`config.mk`:
```
export PLATFORM = sky130hd
export DESIGN_NAME = positional_record_list
export DESIGN_NICKNAME = d
export VERILOG_FILES = /design/src/hdl/prl_pkg.sv /design/src/hdl/positional_record_list.sv /design/src/hdl/prl_ram.sv
export SDC_FILE = /design/constraint.sdc
export NUM_CORES = 1
export LEC_CHECK = 0
export ABC_AREA = 0
export BUFFER_PORTS_ARGS = -buffer_cell sky130_fd_sc_hd__buf_2
export CORE_MARGIN = 2
export CORE_UTILIZATION = 35
export CTS_BUF_LIST = sky130_fd_sc_hd__clkbuf_8
export CTS_CLUSTER_SIZE = 10
export DETAILED_ROUTE_END_ITERATION = 8
export GPL_ROUTABILITY_DRIVEN = 0
export HOLD_SLACK_MARGIN = 0.05
export PLACE_DENSITY = 0.55
export SLEW_MARGIN = 20
export SYNTH_ARGS = -nofsm -noshare
export SYNTH_HDL_FRONTEND = slang
export SYNTH_SLANG_ARGS = --single-unit
```
`constraint.sdc`:
```
create_clock -name i_clk -period 8.6 [get_ports i_clk]
set_input_delay 1.29 -clock i_clk [delete_from_list [all_inputs] [get_ports i_clk]]
set_output_delay 1.29 -clock i_clk [all_outputs]
set_load 0.005 [all_outputs]
```
`src/hdl/prl_pkg.sv`:
```
// Shared types, command and status codes for the positional record list.
// Depends on nothing; every other file imports it.
`default_nettype none
package prl_pkg;

    // list geometry
    localparam int DEPTH = 16;
    localparam int AW    = $clog2(DEPTH);
    localparam int CW    = $clog2(DEPTH + 1);
    localparam int PW    = 5;
    localparam int FW    = 4;

    // command codes
    localparam logic [2:0] CMD_ENQ    = 3'd0;
    localparam logic [2:0] CMD_DEQ    = 3'd1;
    localparam logic [2:0] CMD_INSERT = 3'd2;
    localparam logic [2:0] CMD_DELETE = 3'd3;
    localparam logic [2:0] CMD_SEARCH = 3'd4;
    localparam logic [2:0] CMD_READ   = 3'd5;

    // status codes
    localparam logic [2:0] ST_OK        = 3'd0;
    localparam logic [2:0] ST_NOT_FOUND = 3'd1;
    localparam logic [2:0] ST_EMPTY     = 3'd2;
    localparam logic [2:0] ST_FULL      = 3'd3;
    localparam logic [2:0] ST_BAD_POS   = 3'd4;

    // one stored record
    typedef struct packed {
        logic [31:0] name_key;
        logic [7:0]  career_code;
        logic [7:0]  subjects_passed;
        logic [9:0]  average_hundredths;
    } t_rec;

    // one write and one read port request
    typedef struct packed {
        logic          we;
        logic [AW-1:0] waddr;
        t_rec          wdata;
        logic          re;
        logic [AW-1:0] raddr;
    } t_mem_req;

endpackage
`default_nettype wire

```
`src/hdl/positional_record_list.sv`:
```
// Top level of the positional record list: command sequencer around the record RAM.
// Depends on prl_pkg and prl_ram.
//
//  channel   | handshake                   | payload
//  ----------+-----------------------------+------------------------------------------
//  command   | start in, busy out          | i_cmd, i_position, i_name_key, i_career_code,
//            |                             | i_subjects_passed, i_average_hundredths
//  result    | o_done strobe, one cycle    | o_status, o_found_index, o_out_*, o_entry_count,
//            |                             | o_is_empty, o_is_full
//
// One result follows each word taken (start high, busy low). Insert and enqueue move the
// entries at and above the position up one place, then write the record; delete moves the
// entries above it down one place (the last entry needs no move); search reads from index 0
// to the first match or the count; dequeue and read fetch one entry. One RAM read per cycle.
// Synchronous active-low reset clears the count; RAM contents are undefined until written.
// The receiver cannot stall; a new word may be taken in the cycle its result is shown.
`default_nettype none
module positional_record_list
    import prl_pkg::*;
(
    input  wire logic          i_clk,
    input  wire logic          i_rst_n,
    input  wire logic          start,
    output logic               busy,
    input  wire logic [2:0]    i_cmd,
    input  wire logic [PW-1:0] i_position,
    input  wire logic [31:0]   i_name_key,
    input  wire logic [7:0]    i_career_code,
    input  wire logic [7:0]    i_subjects_passed,
    input  wire logic [9:0]    i_average_hundredths,
    output logic               o_done,
    output logic [2:0]         o_status,
    output logic [FW-1:0]      o_found_index,
    output logic [31:0]        o_out_name_key,
    output logic [7:0]         o_out_career_code,
    output logic [7:0]         o_out_subjects_passed,
    output logic [9:0]         o_out_average_hundredths,
    output logic [CW-1:0]      o_entry_count,
    output logic               o_is_empty,
    output logic               o_is_full
);

    typedef enum logic [4:0] {
        S_IDLE  = 5'b00001,
        S_UP    = 5'b00010,
        S_DOWN  = 5'b00100,
        S_SCAN  = 5'b01000,
        S_FETCH = 5'b10000
    } t_state;

    t_state         r_state, n_state;
    logic [CW-1:0]  r_count, n_count;
    logic           r_done, n_done;
    logic           r_more, n_more;
    logic           r_pend, n_pend;
    logic [CW-1:0]  r_ptr, n_ptr;
    logic [CW-1:0]  r_pend_addr, n_pend_addr;
    logic [2:0]     r_cmd, n_cmd;
    logic [CW-1:0]  r_pos, n_pos;
    t_rec           r_rec, n_rec;
    logic [2:0]     r_status, n_status;
    logic [FW-1:0]  r_found, n_found;
    t_rec           r_out, n_out;

    t_mem_req       w_req;
    t_rec           w_rdata;
    logic           w_last;
    logic [CW-1:0]  w_in_pos;

    prl_ram u_ram (
        .i_clk   (i_clk),
        .i_req   (w_req),
        .o_rdata (w_rdata)
    );

    // last read of the walk
    always_comb begin
        case (r_state)
            S_UP:           w_last = (r_ptr == r_pos);
            S_DOWN, S_SCAN: w_last = (r_ptr == CW'(r_count - 1'b1));
            default:        w_last = 1'b1;
        endcase
    end

    // enqueue always targets the head
    assign w_in_pos = (i_cmd == CMD_ENQ) ? '0 : CW'(i_position);

    // sequence one command
    always_comb begin
        n_state     = r_state;
        n_count     = r_count;
        n_done      = 1'b0;
        n_more      = r_more;
        n_pend      = 1'b0;
        n_ptr       = r_ptr;
        n_pend_addr = r_pend_addr;
        n_cmd       = r_cmd;
        n_pos       = r_pos;
        n_rec       = r_rec;
        n_status    = r_status;
        n_found     = r_found;
        n_out       = r_out;
        w_req       = '0;

        // issue the next read of the walk
        if ((r_state != S_IDLE) && r_more) begin
            w_req.re    = 1'b1;
            w_req.raddr = r_ptr[AW-1:0];
            n_pend      = 1'b1;
            n_pend_addr = r_ptr;
            if (w_last) begin
                n_more = 1'b0;
            end else if (r_state == S_UP) begin
                n_ptr = CW'(r_ptr - 1'b1);
            end else begin
                n_ptr = CW'(r_ptr + 1'b1);
            end
        end

        case (r_state)
            S_IDLE: begin
                if (start) begin
                    n_cmd   = i_cmd;
                    n_pos   = w_in_pos;
                    n_rec   = '{name_key: i_name_key, career_code: i_career_code,
                                subjects_passed: i_subjects_passed,
                                average_hundredths: i_average_hundredths};
                    n_found = '0;
                    n_out   = '0;
                    case (i_cmd)
                        CMD_ENQ, CMD_INSERT: begin
                            if (r_count == CW'(DEPTH)) begin
                                n_status = ST_FULL;
                                n_done   = 1'b1;
                            end else if (w_in_pos > r_count) begin
                                n_status = ST_BAD_POS;
                                n_done   = 1'b1;
                            end else begin
                                n_state = S_UP;
                                n_ptr   = CW'(r_count - 1'b1);
                                n_more  = (w_in_pos != r_count);
                            end
                        end
                        CMD_DEQ: begin
                            if (r_count == '0) begin
                                n_status = ST_EMPTY;
                                n_done   = 1'b1;
                            end else begin
                                n_state = S_FETCH;
                                n_ptr   = CW'(r_count - 1'b1);
                                n_more  = 1'b1;
                            end
                        end
                        CMD_DELETE: begin
                            if (r_count == '0) begin
                                n_status = ST_EMPTY;
                                n_done   = 1'b1;
                            end else if (w_in_pos >= r_count) begin
                                n_status = ST_BAD_POS;
                                n_done   = 1'b1;
                            end else if (w_in_pos == CW'(r_count - 1'b1)) begin
                                n_count  = CW'(r_count - 1'b1);
                                n_status = ST_OK;
                                n_done   = 1'b1;
                            end else begin
                                n_state = S_DOWN;
                                n_ptr   = CW'(w_in_pos + 1'b1);
                                n_more  = 1'b1;
                            end
                        end
                        CMD_SEARCH: begin
                            if (r_count == '0) begin
                                n_status = ST_NOT_FOUND;
                                n_done   = 1'b1;
                            end else begin
                                n_state = S_SCAN;
                                n_ptr   = '0;
                                n_more  = 1'b1;
                            end
                        end
                        CMD_READ: begin
                            if (w_in_pos >= r_count) begin
                                n_status = ST_BAD_POS;
                                n_done   = 1'b1;
                            end else begin
                                n_state = S_FETCH;
                                n_ptr   = w_in_pos;
                                n_more  = 1'b1;
                            end
                        end
                        default: begin
                            n_status = ST_OK;
                            n_done   = 1'b1;
                        end
                    endcase
                end
            end

            // move entries up one place, then drop the new record in
            S_UP: begin
                if (r_pend) begin
                    w_req.we    = 1'b1;
                    w_req.waddr = AW'(r_pend_addr + 1'b1);
                    w_req.wdata = w_rdata;
                end else if (!r_more) begin
                    w_req.we    = 1'b1;
                    w_req.waddr = r_pos[AW-1:0];
                    w_req.wdata = r_rec;
                    n_count     = CW'(r_count + 1'b1);
                    n_status    = ST_OK;
                    n_done      = 1'b1;
                    n_state     = S_IDLE;
                end
            end

            // move entries down one place over the deleted one
            S_DOWN: begin
                if (r_pend) begin
                    w_req.we    = 1'b1;
                    w_req.waddr = AW'(r_pend_addr - 1'b1);
                    w_req.wdata = w_rdata;
                end else if (!r_more) begin
                    n_count  = CW'(r_count - 1'b1);
                    n_status = ST_OK;
                    n_done   = 1'b1;
                    n_state  = S_IDLE;
                end
            end

            // compare each returned key, stop at the first hit
            S_SCAN: begin
                if (r_pend && (w_rdata.name_key == r_rec.name_key)) begin
                    n_found  = FW'(r_pend_addr);
                    n_status = ST_OK;
                    n_done   = 1'b1;
                    n_more   = 1'b0;
                    n_state  = S_IDLE;
                end else if (r_pend && !r_more) begin
                    n_status = ST_NOT_FOUND;
                    n_done   = 1'b1;
                    n_state  = S_IDLE;
                end
            end

            // single entry for dequeue or read
            S_FETCH: begin
                if (r_pend) begin
                    n_out    = w_rdata;
                    n_status = ST_OK;
                    n_done   = 1'b1;
                    n_state  = S_IDLE;
                    if (r_cmd == CMD_DEQ) begin
                        n_count = CW'(r_count - 1'b1);
                    end
                end
            end

            default: begin
                n_state = S_IDLE;
                n_more  = 1'b0;
            end
        endcase
    end

    // control registers
    always_ff @(posedge i_clk) begin
        if (!i_rst_n) begin
            r_state <= S_IDLE;
            r_count <= '0;
            r_done  <= 1'b0;
            r_more  <= 1'b0;
            r_pend  <= 1'b0;
        end else begin
            r_state <= n_state;
            r_count <= n_count;
            r_done  <= n_done;
            r_more  <= n_more;
            r_pend  <= n_pend;
        end
    end

    // payload registers
    always_ff @(posedge i_clk) begin
        r_ptr       <= n_ptr;
        r_pend_addr <= n_pend_addr;
        r_cmd       <= n_cmd;
        r_pos       <= n_pos;
        r_rec       <= n_rec;
        r_status    <= n_status;
        r_found     <= n_found;
        r_out       <= n_out;
    end

    // drive the result word
    assign busy                     = (r_state != S_IDLE);
    assign o_done                   = r_done;
    assign o_status                 = r_status;
    assign o_found_index            = r_found;
    assign o_out_name_key           = r_out.name_key;
    assign o_out_career_code        = r_out.career_code;
    assign o_out_subjects_passed    = r_out.subjects_passed;
    assign o_out_average_hundredths = r_out.average_hundredths;
    assign o_entry_count            = r_count;
    assign o_is_empty               = (r_count == '0);
    assign o_is_full                = (r_count == CW'(DEPTH));

endmodule
`default_nettype wire

```
`src/hdl/prl_ram.sv`:
```
// Record store: simple dual-port synchronous RAM, one write and one read per cycle.
// Read data is registered: it appears in the cycle after the read. Depends on prl_pkg.
`default_nettype none
module prl_ram
    import prl_pkg::*;
(
    input  wire logic     i_clk,
    input  wire t_mem_req i_req,
    output t_rec          o_rdata
);

    t_rec r_mem [DEPTH];

    // write port
    always_ff @(posedge i_clk) begin
        if (i_req.we) begin
            r_mem[i_req.waddr] <= i_req.wdata;
        end
    end

    // registered read port
    always_ff @(posedge i_clk) begin
        if (i_req.re) begin
            o_rdata <= r_mem[i_req.raddr];
        end
    end

endmodule
`default_nettype wire

```
; Word-level counts from Yosys, hierarchy flattened
; Memories as Yosys holds them, arrays and structs flattened. A register that Yosys moved wholly into a read port is not among the register bits.
; Cells that the tools add are included.
[classes]
addsub = 7
n_lt_le_gt_ge = 2
n_eq_ne = 47
mux = 102
reduce_logical = 21
[ops]
columns = operator, n
row1 = 2-to-1 mux 5 bit, 40
row2 = 2-to-1 mux 63 bit, 3
row3 = one-hot mux 63 bit (2 select lines), 1
row4 = 2-to-1 mux 58 bit, 2
row5 = one-hot mux 58 bit (2 select lines), 1
row6 = one-hot mux 5 bit (5 select lines), 2
row7 = 2-to-1 mux 3 bit, 14
row8 = one-hot mux 5 bit (4 select lines), 2
row9 = inequality test 3 bit (second input constant), 12
row10 = equality test 32 bit, 1
row11 = 2-to-1 mux 1 bit, 27
row12 = inequality test 2 bit (second input constant), 13
row13 = adder 5 x 1 -> 5 bit (second input constant), 3
row14 = equality test 5 bit, 3
row15 = one-hot mux 3 bit (5 select lines), 1
row16 = AND reduction 14 bit, 1
row17 = one-hot mux 1 bit (4 select lines), 3
row18 = one-hot mux 3 bit (4 select lines), 1
row19 = AND reduction 12 bit, 1
row20 = AND reduction 11 bit, 1
row21 = equality test 5 bit (second input constant), 2
row22 = subtractor 5 x 1 -> 5 bit (second input constant), 2
row23 = 2-to-1 mux 4 bit, 2
row24 = one-hot mux 4 bit (2 select lines), 1
row25 = 29 further kinds, 40
[word_totals]
register_bits = 153
ramBits = 928
input_bits = 69
out_inout_bits = 74
elab_cells = 199
memories = 1
[mem_list]
columns = name, depth, width, read_ports, rd_clocked_by_memory_dff, wr, line_no
row1 = u_ram.r_mem, 16, 58, 1, 1, 1, prl_ram.sv:12  ; t_rec r_mem [DEPTH];

; Logic depth before layout (Yosys ltp)
; Gate-level depths: netlist of run 1.
[depth]
word_depth = 11
mapped_depth = 14
depth_no_buf = 12

; By module
; Synthesis of run 1 repeated with hierarchy kept, for this count alone.
[hier_totals]
hier_cells = 2181
area_unflattened_um2 = 44463.9
[by_module_without_submodules]
columns = module, n_inst, cells_per_inst, area_each_um2, seq_area_each_um2
row1 = prl_ram, 1, 1496, 36476.2, 29608.4
row2 = positional_record_list, 1, 685, 7987.7, 4414.2

; Worst setup path before layout of run 1
; OpenSTA, ideal clock, no wires.
[synth_timing]
kind = flip-flop to flip-flop
from = register r_state[1]
to = register r_out, in the netlist o_out_average_hundredths[0], enable pin
setup_time_ns = 0.554
arrival_time_ns = 4.890
required_time_ns = 8.046
slack_ns = 3.156
stages_incl_launch_ff = 4
n_path_buf = 0
period_less_slack_ns = 5.444
path_cell_list = dfxtp_1 nor3_1 nand3b_1 o21ai_0
[synth_between]
elab_chain_len = 3
word_cells_on_any_way = 6
cone_classes = 4 x eq/ne / 2 x reduce/logical
[synth_lines]
columns = element, line_no
row1 = "start, declared", positional_record_list.sv:51  ; t_state r_state, n_state;
row2 = "start signal, assigned", positional_record_list.sv:274  ; r_state <= n_state;
row3 = equality test 5 bit or equality test 5 x 1 -> 1 bit (tied branches), positional_record_list.sv:120  ; case (r_state)
row4 = inequality test 2 bit (no line) or nonzero test 2 bit (tied branches), -
row5 = AND reduction 3 bit (no line) *, -
row6 = "end signal, assigned", positional_record_list.sv:291  ; r_out <= n_out;
row7 = "end, declared", positional_record_list.sv:63  ; t_rec r_out, n_out;
; Mark *: on every way between the ends. The rest lies on a longest branch, timed or not.
; A chain may end at the register's enable or synchronous reset.

; Final worst setup path of run 1
[layout_timing]
from = register r_state[2]
to = register, netlist name u_ram.o_rdata[10]
[layout_between]
elab_chain_len = 3
[layout_lines]
columns = element, line_no
row1 = inequality test 5 x 1 -> 1 bit, positional_record_list.sv:106  ; if ((r_state != S_IDLE) && r_more) begin
row2 = logical AND 1 bit, positional_record_list.sv:106
row3 = 2-to-1 mux 5 bit, positional_record_list.sv:106
; No other way between the ends.

==> impl_metrics.toml, run 1 <==
[status]
status = "finished clean"

[final_layout]
fin_nets = 3538
nFillCells = 12000
area_growth_pct = 13.1
fin_area_sq_um = 51800
fin_util_pct = 39.9
layout-drive-gt1-share_pct = 12.5

[synth]
syn_area_per_cell_sq_um = 13.9
synth-edff-count = 1121
synth_ff_type = "edfxtp_1"
ys_seq_elements = 1139
synth.area.top_cells = "edfxtp_1 74%, nand2_1 5.1%, mux2i_1 2.6%, a21oi_1 2.1%, nor2_1 1.9%"
ys_seq_area_share_pct = 74.4
synth_commonest_cells = "1,121 x edfxtp_1, 617 x nand2_1, 236 x nor2_1"
synth_top_cell_area_share_pct = 73.6
synth_cells = 3294
synth.most_common_cell = "edfxtp_1"
yosysTopAreaCell = "edfxtp_1"
synthArstFlopShare_pct = 0
syn_area_sq_um = 45800
synthDistinctLibCells = 62
syn_nets = 3377
yosysWarnings = 0

[floorplan]
die_y_microns = 366
num_io_pins = 143
num_rows = 132
core_sq_um = 130000
initial_core_util_pct = 35.3
die_area_sq_um = 134000
die_x_microns = 366

[global_routing]
grt_pass1_wl_mm = 183
grt.met1_usage_pct = 27.0
grt_pass1_vias = 27600
grt_max_degree = 157
use_met2_pct = 27.5
grtUsageTotal_pct = 18.6
use_met3_pct = 4.28
antenna_found_initial = 4
overflow = 0
busiest_layer = "met2"

[timing]
max_freq_ghz = 0.197
holdWs_ns = 0.553
setup_viol = 0
timing.final.crit_share_pct = 59.0
hold_viol_final = 0
skew_ns = 0.0488
report.final.slew_viol_count = 0
finalCriticalPeriod_ns = 5.08
relSlewSlack_pct = 27.4
tightestPinTransition_ns = 1.09
rsz0062_at_grt = "no"
finalSetupTns_ns = 0

[drt]
viasPerCell = 5.30
ant_nets = 0
drc_errors = 0
routed_wl_mm = 125
wl_per_cell_microns = 23.5
first_pass_iters = 5
vias = 28300
drtIter0Drc = 3353

[setup_path]
rr_startpoint = "r_state[2]"
critical_path_class = "flop to flop"
endpoint_kind = "flop"
cp_data_arrival_time_ns = 5.78
critPathLaunch = "r_state[2]"
worstPathRequired_ns = 9.30
cp-start-kind = "flop"
cp_max_fo = 90

[placed_design]
hpwl_mm = 66.5
port_buffers = 142
dpl_cell_area_sq_um = 48400

[power_and_ir_drop]
seqPwrFrac_pct = 53.3
p_comb_share_pct = 10.9
switching_share_pct = 27.2
p_switching_mw = 3.31
peakVddDrop_uv = 168
internal_power_mw = 8.86
p_leak_nw = 16.6
clkPwrFrac_pct = 35.8
power_density_nw_per_um2 = 235
total_power_mw = 12.2

[cts]
clockBufferDepth = 3
post_cts_buffers = 0
postCtsHoldBufs = 0
numCtsBuffers = 185
cts.sink_count = 1139
cts_resized = 0
cts_max_level = 4
clkLatencyLatePin_ns = 0.88
cts_root_buffer = "clkbuf_8"
tritoncts = "yes"
clk_pin_slew_ns = 0.07

[worst_hold_path]
hp-start = "r_state[2]"
hp-class = "flop to flop"

[job]
maxCapViolCount = 0
logic make-up after synthesis:
| family | after synthesis | synth area share [%] |
|---|---|---|
| xor gates and xnor gates | 60 | 1.18 |
| muxes | 120 | 2.62 |
| DFF | 1139 | 74.4 |
| AOI/OAI and AO/OA | 563 | 8.50 |
| and+or+nand+nor | 1167 | 11.0 |
| adders and majority gates | 14 | 0.399 |
| buffers and inverters | 231 | 1.97 |
cell usage in the layout, fill, tap and decap left out, types with 8 or more instances in the layout:
cell type and instances:
buf_4 32, a21oi_1 194, nand2_1 613, a31oi_1 60, a211oi_1 61, xor2_1 23, clkinv_1 44, a32oi_1 58
mux2i_1 120, clkinv_2 18, a311oi_1 58, clkbuf_8 188, nor4_1 11, edfxtp_1 1121, nand3_1 126, o21ai_0 17
xnor2_1 36, nor2_1 218, inv_1 84, buf_2 142, ha_1 13, a22o_1 59, and2_1 63, nor3_1 13
and3_1 62, nor2_4 18, dfxtp_1 15, nand4_1 8
power groups by stage:
| stage | combinational (mW) | clock [mW] | sequential, mW |
|---|---|---|---|
| final | 1.33 | 4.36 | 6.48 |
| after global routing | 1.43 | 4.69 | 6.50 |
| after CTS | 1.33 | 4.46 | 6.48 |
| after detailed placement | 1.33 | 0 | 6.59 |
| after global placement | 1.32 | 0 | 6.60 |
| after floorplan | 0.895 | 0 | 6.45 |
layer usage:
layer  wire (microns)  vias to the layer above  part of all wire, %
met2            54500                     1147                   44
met4             2730                        0                  2.2
met3            10300                      182                  8.3
met1            57700                    14200                   46
li1                 -                    12700                    -
met5                0                        -                    0
state kept, by name, indices dropped and copies added (netlist names), 5 cells and up:
signal / cells
r_state: 5
u_ram.r_mem: 928
o_out_name_key: 32
r_ptr: 5
o_out_career_code: 8
r_rec: 58
u_ram.o_rdata: 58
o_out_subjects_passed: 8
o_entry_count: 5
o_out_average_hundredths: 10
r_pos: 5
metrics by stage:
step           instances  setup slack (ns)
2_1_floorplan       3294              3.16
3_3_place_gp        5010              3.70
3_5_place_dp        5010              3.63
4_1_cts             5339              3.60
5_1_grt             5340              3.19
6_report            5340              3.52
worst max-delay path, stage by stage, from the launching register on:
cell,delay [ns]
dfxtp_1,0.41
nor3_1,0.10
and2_1,0.20
clkinv_1,0.17
nand2_1,0.23
inv_6,0.45
buf_4,0.71
and2_4,0.67
buf_4,0.87
nand2_1,0.10
and3_1,0.20
a311oi_1,0.29
a31oi_1,0.09
a21oi_1,0.19
final cells by class:
type | count | area [sq um] | area share, %
well taps | 1742 | 2180 | 4.21
clock buffers | 188 | 2590 | 5.00
repair buffers | 181 | 1060 | 2.06
multi-input cells | 1924 | 11000 | 21.3
diodes | 1 | 2.50 | 0.00483
inverters | 24 | 97.6 | 0.189
flip-flops and latches | 1139 | 34000 | 65.7
clock inverters | 141 | 763 | 1.47
final timing paths:
| path | end | slack, ns | depth (start not counted) |
|---|---|---|---|
| worst max-delay path | u_ram.o_rdata[10] | 3.52 | 13 |
| worst min-delay path | r_state[2] | 0.55 | 2 |
| worst max register to register | u_ram.o_rdata[10] | 3.52 | 13 |
| worst min register to register | r_state[2] | 0.55 | 2 |
Note: power is estimated with default switching activity, not from simulation.
==> inputs of run 2 (changes only) <==
==> constraint.sdc (replaced) <==
create_clock -name i_clk -period 5.3 [get_ports i_clk]
set_input_delay 0.795 -clock i_clk [delete_from_list [all_inputs] [get_ports i_clk]]
set_output_delay 0.795 -clock i_clk [all_outputs]
set_load 0.005 [all_outputs]
==> run 2 against run 1 <==
Utilization increased by 0.47 points; sequential cell count unchanged; critical path depth decreased by 2; final cell count increased by 1.2%; worst hold slack got worse by 0.42 ns; critical path type unchanged; critical endpoint is now u_ram.o_rdata[7]; highest routed layer unchanged.
==> impl_metrics.toml, run 2 (synthesis gave the netlist of run 1 again) <==
[global_routing]
grt_max_degree = 81
antenna_found_initial = 7
grt_pass1_vias = 28000
grt_pass1_wl_mm = 185
grtUsageTotal_pct = 18.7
overflow = 0

[setup_path]
cp_max_fo = 58
ff2ff_setup_slack_ns = 1.29
cp-start-kind = "flop"
cp_slowest_cell = "and2_4"
endpoint_kind = "flop"
critical_path_class = "flop to flop"
max_stage_delay_ns = 0.97
worstPathCellList = "nor3_1 -> and2_1 -> clkinv_1 -> nand2_1 -> inv_6 -> buf_4 -> and2_4 -> nand2_1 -> a32oi_1 -> nor2_1 -> a21oi_1"
cp_data_arrival_time_ns = 4.70
reg2regPathDepth = 11
worstPathRequired_ns = 5.99
crit_top_cell = "nand2_1"
rr_startpoint = "r_state[2]"
timing.rr.end = "u_ram.o_rdata[7]"

[floorplan]
num_io_pins = 143
die_x_microns = 366
num_rows = 132
initial_core_util_pct = 35.3
die_y_microns = 366
die_area_sq_um = 134000
core_sq_um = 130000

[final_layout]
layout-drive-gt1-share_pct = 12.9
fin_cells = 5402
layout_commonest_cell = "edfxtp_1"
fin_nets = 3607
regMostFlops = "u_ram.r_mem"
nFillCells = 12100
final_cell_mix = "1,121 x edfxtp_1, 613 x nand2_1, 218 x nor2_1, 194 x a21oi_1, 189 x clkbuf_8"
largest_reg_flops = 928
top_regs = "u_ram.r_mem (928), r_rec (58), u_ram.o_rdata (58)"
area_growth_pct = 14.5

[job]
maxCapViolCount = 0

[timing]
finalSetupTns_ns = 0
report.final.slew_viol_count = 0
relSlewSlack_pct = 26.6
hold_viol_final = 0
holdWs_ns = 0.138
timing.final.crit_share_pct = 75.6
rsz0062_at_grt = "no"
finalCriticalPeriod_ns = 4.01
max_freq_ghz = 0.250
tightestPinTransition_ns = 1.10
setup_viol = 0
skew_ns = 0.0483

[status]
status = "finished clean"

[cts]
clkLatencyLatePin_ns = 0.87
post_cts_buffers = 0
cts_root_buffer = "clkbuf_8"
numCtsBuffers = 182
cts.sink_count = 1139
tritoncts = "yes"
clk_pin_slew_ns = 0.06
cts_max_level = 4
clockBufferDepth = 3

[power_and_ir_drop]
p_switching_mw = 5.35
switching_share_pct = 27.2
seqPwrFrac_pct = 53.4
peakVddDrop_uv = 230
total_power_mw = 19.7
internal_power_mw = 14.3
power_density_nw_per_um2 = 375
clkPwrFrac_pct = 35.0
p_comb_share_pct = 11.6
p_leak_nw = 16.9

[worst_hold_path]
min_to = "r_rec[40]"
hp-class = "input port to flop"
hp-start = "i_name_key[14]"
holdPathStages = 1

[placed_design]
hpwl_mm = 70.3
place_inst = 5042
port_buffers = 142

[drt]
vias = 28500
ant_nets = 0
viasPerCell = 5.28
first_pass_iters = 6
routed_wl_mm = 126
drtIter0Drc = 2732
drc_errors = 0
wl_per_cell_microns = 23.2
[run 2: cell count changes in the layout (fill, tap and decap cells not counted), moves of 2 or more]
cell           previous run  this run
bufinv_16                 5         3
buf_6                     3         0
inv_1                    84        92
clkinv_8                  3         1
buf_12                    4        12
clkinv_1                 44        38
dlygate4sd3_1             0        40
clkinv_2                 18        10
buf_4                    32        59
[run 2: power by group through the flow]
stage	logic [mW]	registers (mW)	clock network, mW
final	2.29	10.5	6.88
after global routing	2.47	10.5	7.42
after CTS	2.31	10.5	7.04
after detailed placement	2.28	10.7	0
after global placement	2.27	10.7	0
after floorplan	1.45	10.5	0
[run 2: through the flow]
stage / util (%) / worst slack, ns / instance area (sq um)
finish: 40.4 / 1.29 / 52400
global placement: 37.6 / 1.46 / 48700
detailed placement: 37.6 / 1.34 / 48800
CTS: 40.4 / 1.33 / 52400
global route: 40.4 / 1.07 / 52400
floorplan: - / 0.794 / 45800
[run 2: layout make-up]
cell class | instances | area, sq um | area share, %
Antenna cell | 1 | 2.50 | 0.00478
Multi-Input combinational cell | 1924 | 11000 | 21.1
Timing Repair Buffer | 253 | 1790 | 3.42
Tap cell | 1742 | 2180 | 4.16
Inverter | 24 | 97.6 | 0.186
Clock inverter | 130 | 629 | 1.20
Clock buffer | 189 | 2600 | 4.97
Sequential cell | 1139 | 34000 | 65.0
[run 2: how the worst max path moves through the flow]
stage,end,slack [ns],cells past startpoint,start
2_1_floorplan,u_ram.r_mem[7][0],0.79,6,r_state[4]
3_3_place_gp,u_ram.o_rdata[54],1.46,11,r_state[2]
3_5_place_dp,u_ram.o_rdata[7],1.34,11,r_state[1]
4_1_cts,u_ram.o_rdata[4],1.33,11,r_state[2]
5_1_grt,u_ram.o_rdata[44],1.07,11,r_state[0]
6_report,u_ram.o_rdata[7],1.29,11,r_state[2]
[run 2: timing repair]
action,in CTS,in global routing
hold buffers,40,0
endpoints found under the setup margin,0,0
gates resized for setup,0,0
endpoints found under the hold margin,40,0
[run 2: layer usage]
layer	track usage, %	up-vias	wire length [microns]
met5	0	-	0
met4	5.25	0	2350
met3	4.13	166	9940
met2	27.9	1068	54900
met1	27.3	14400	58300
li1	-	12900	-
[run 2: critical path: cells and delay by family (launching register included)]
kind	cells	cell delay, ns
AOI/OAI and AO/OA	2	0.39
buffers and inverters	3	1.22
DFF	1	0.42
and+or+nand+nor	6	1.69
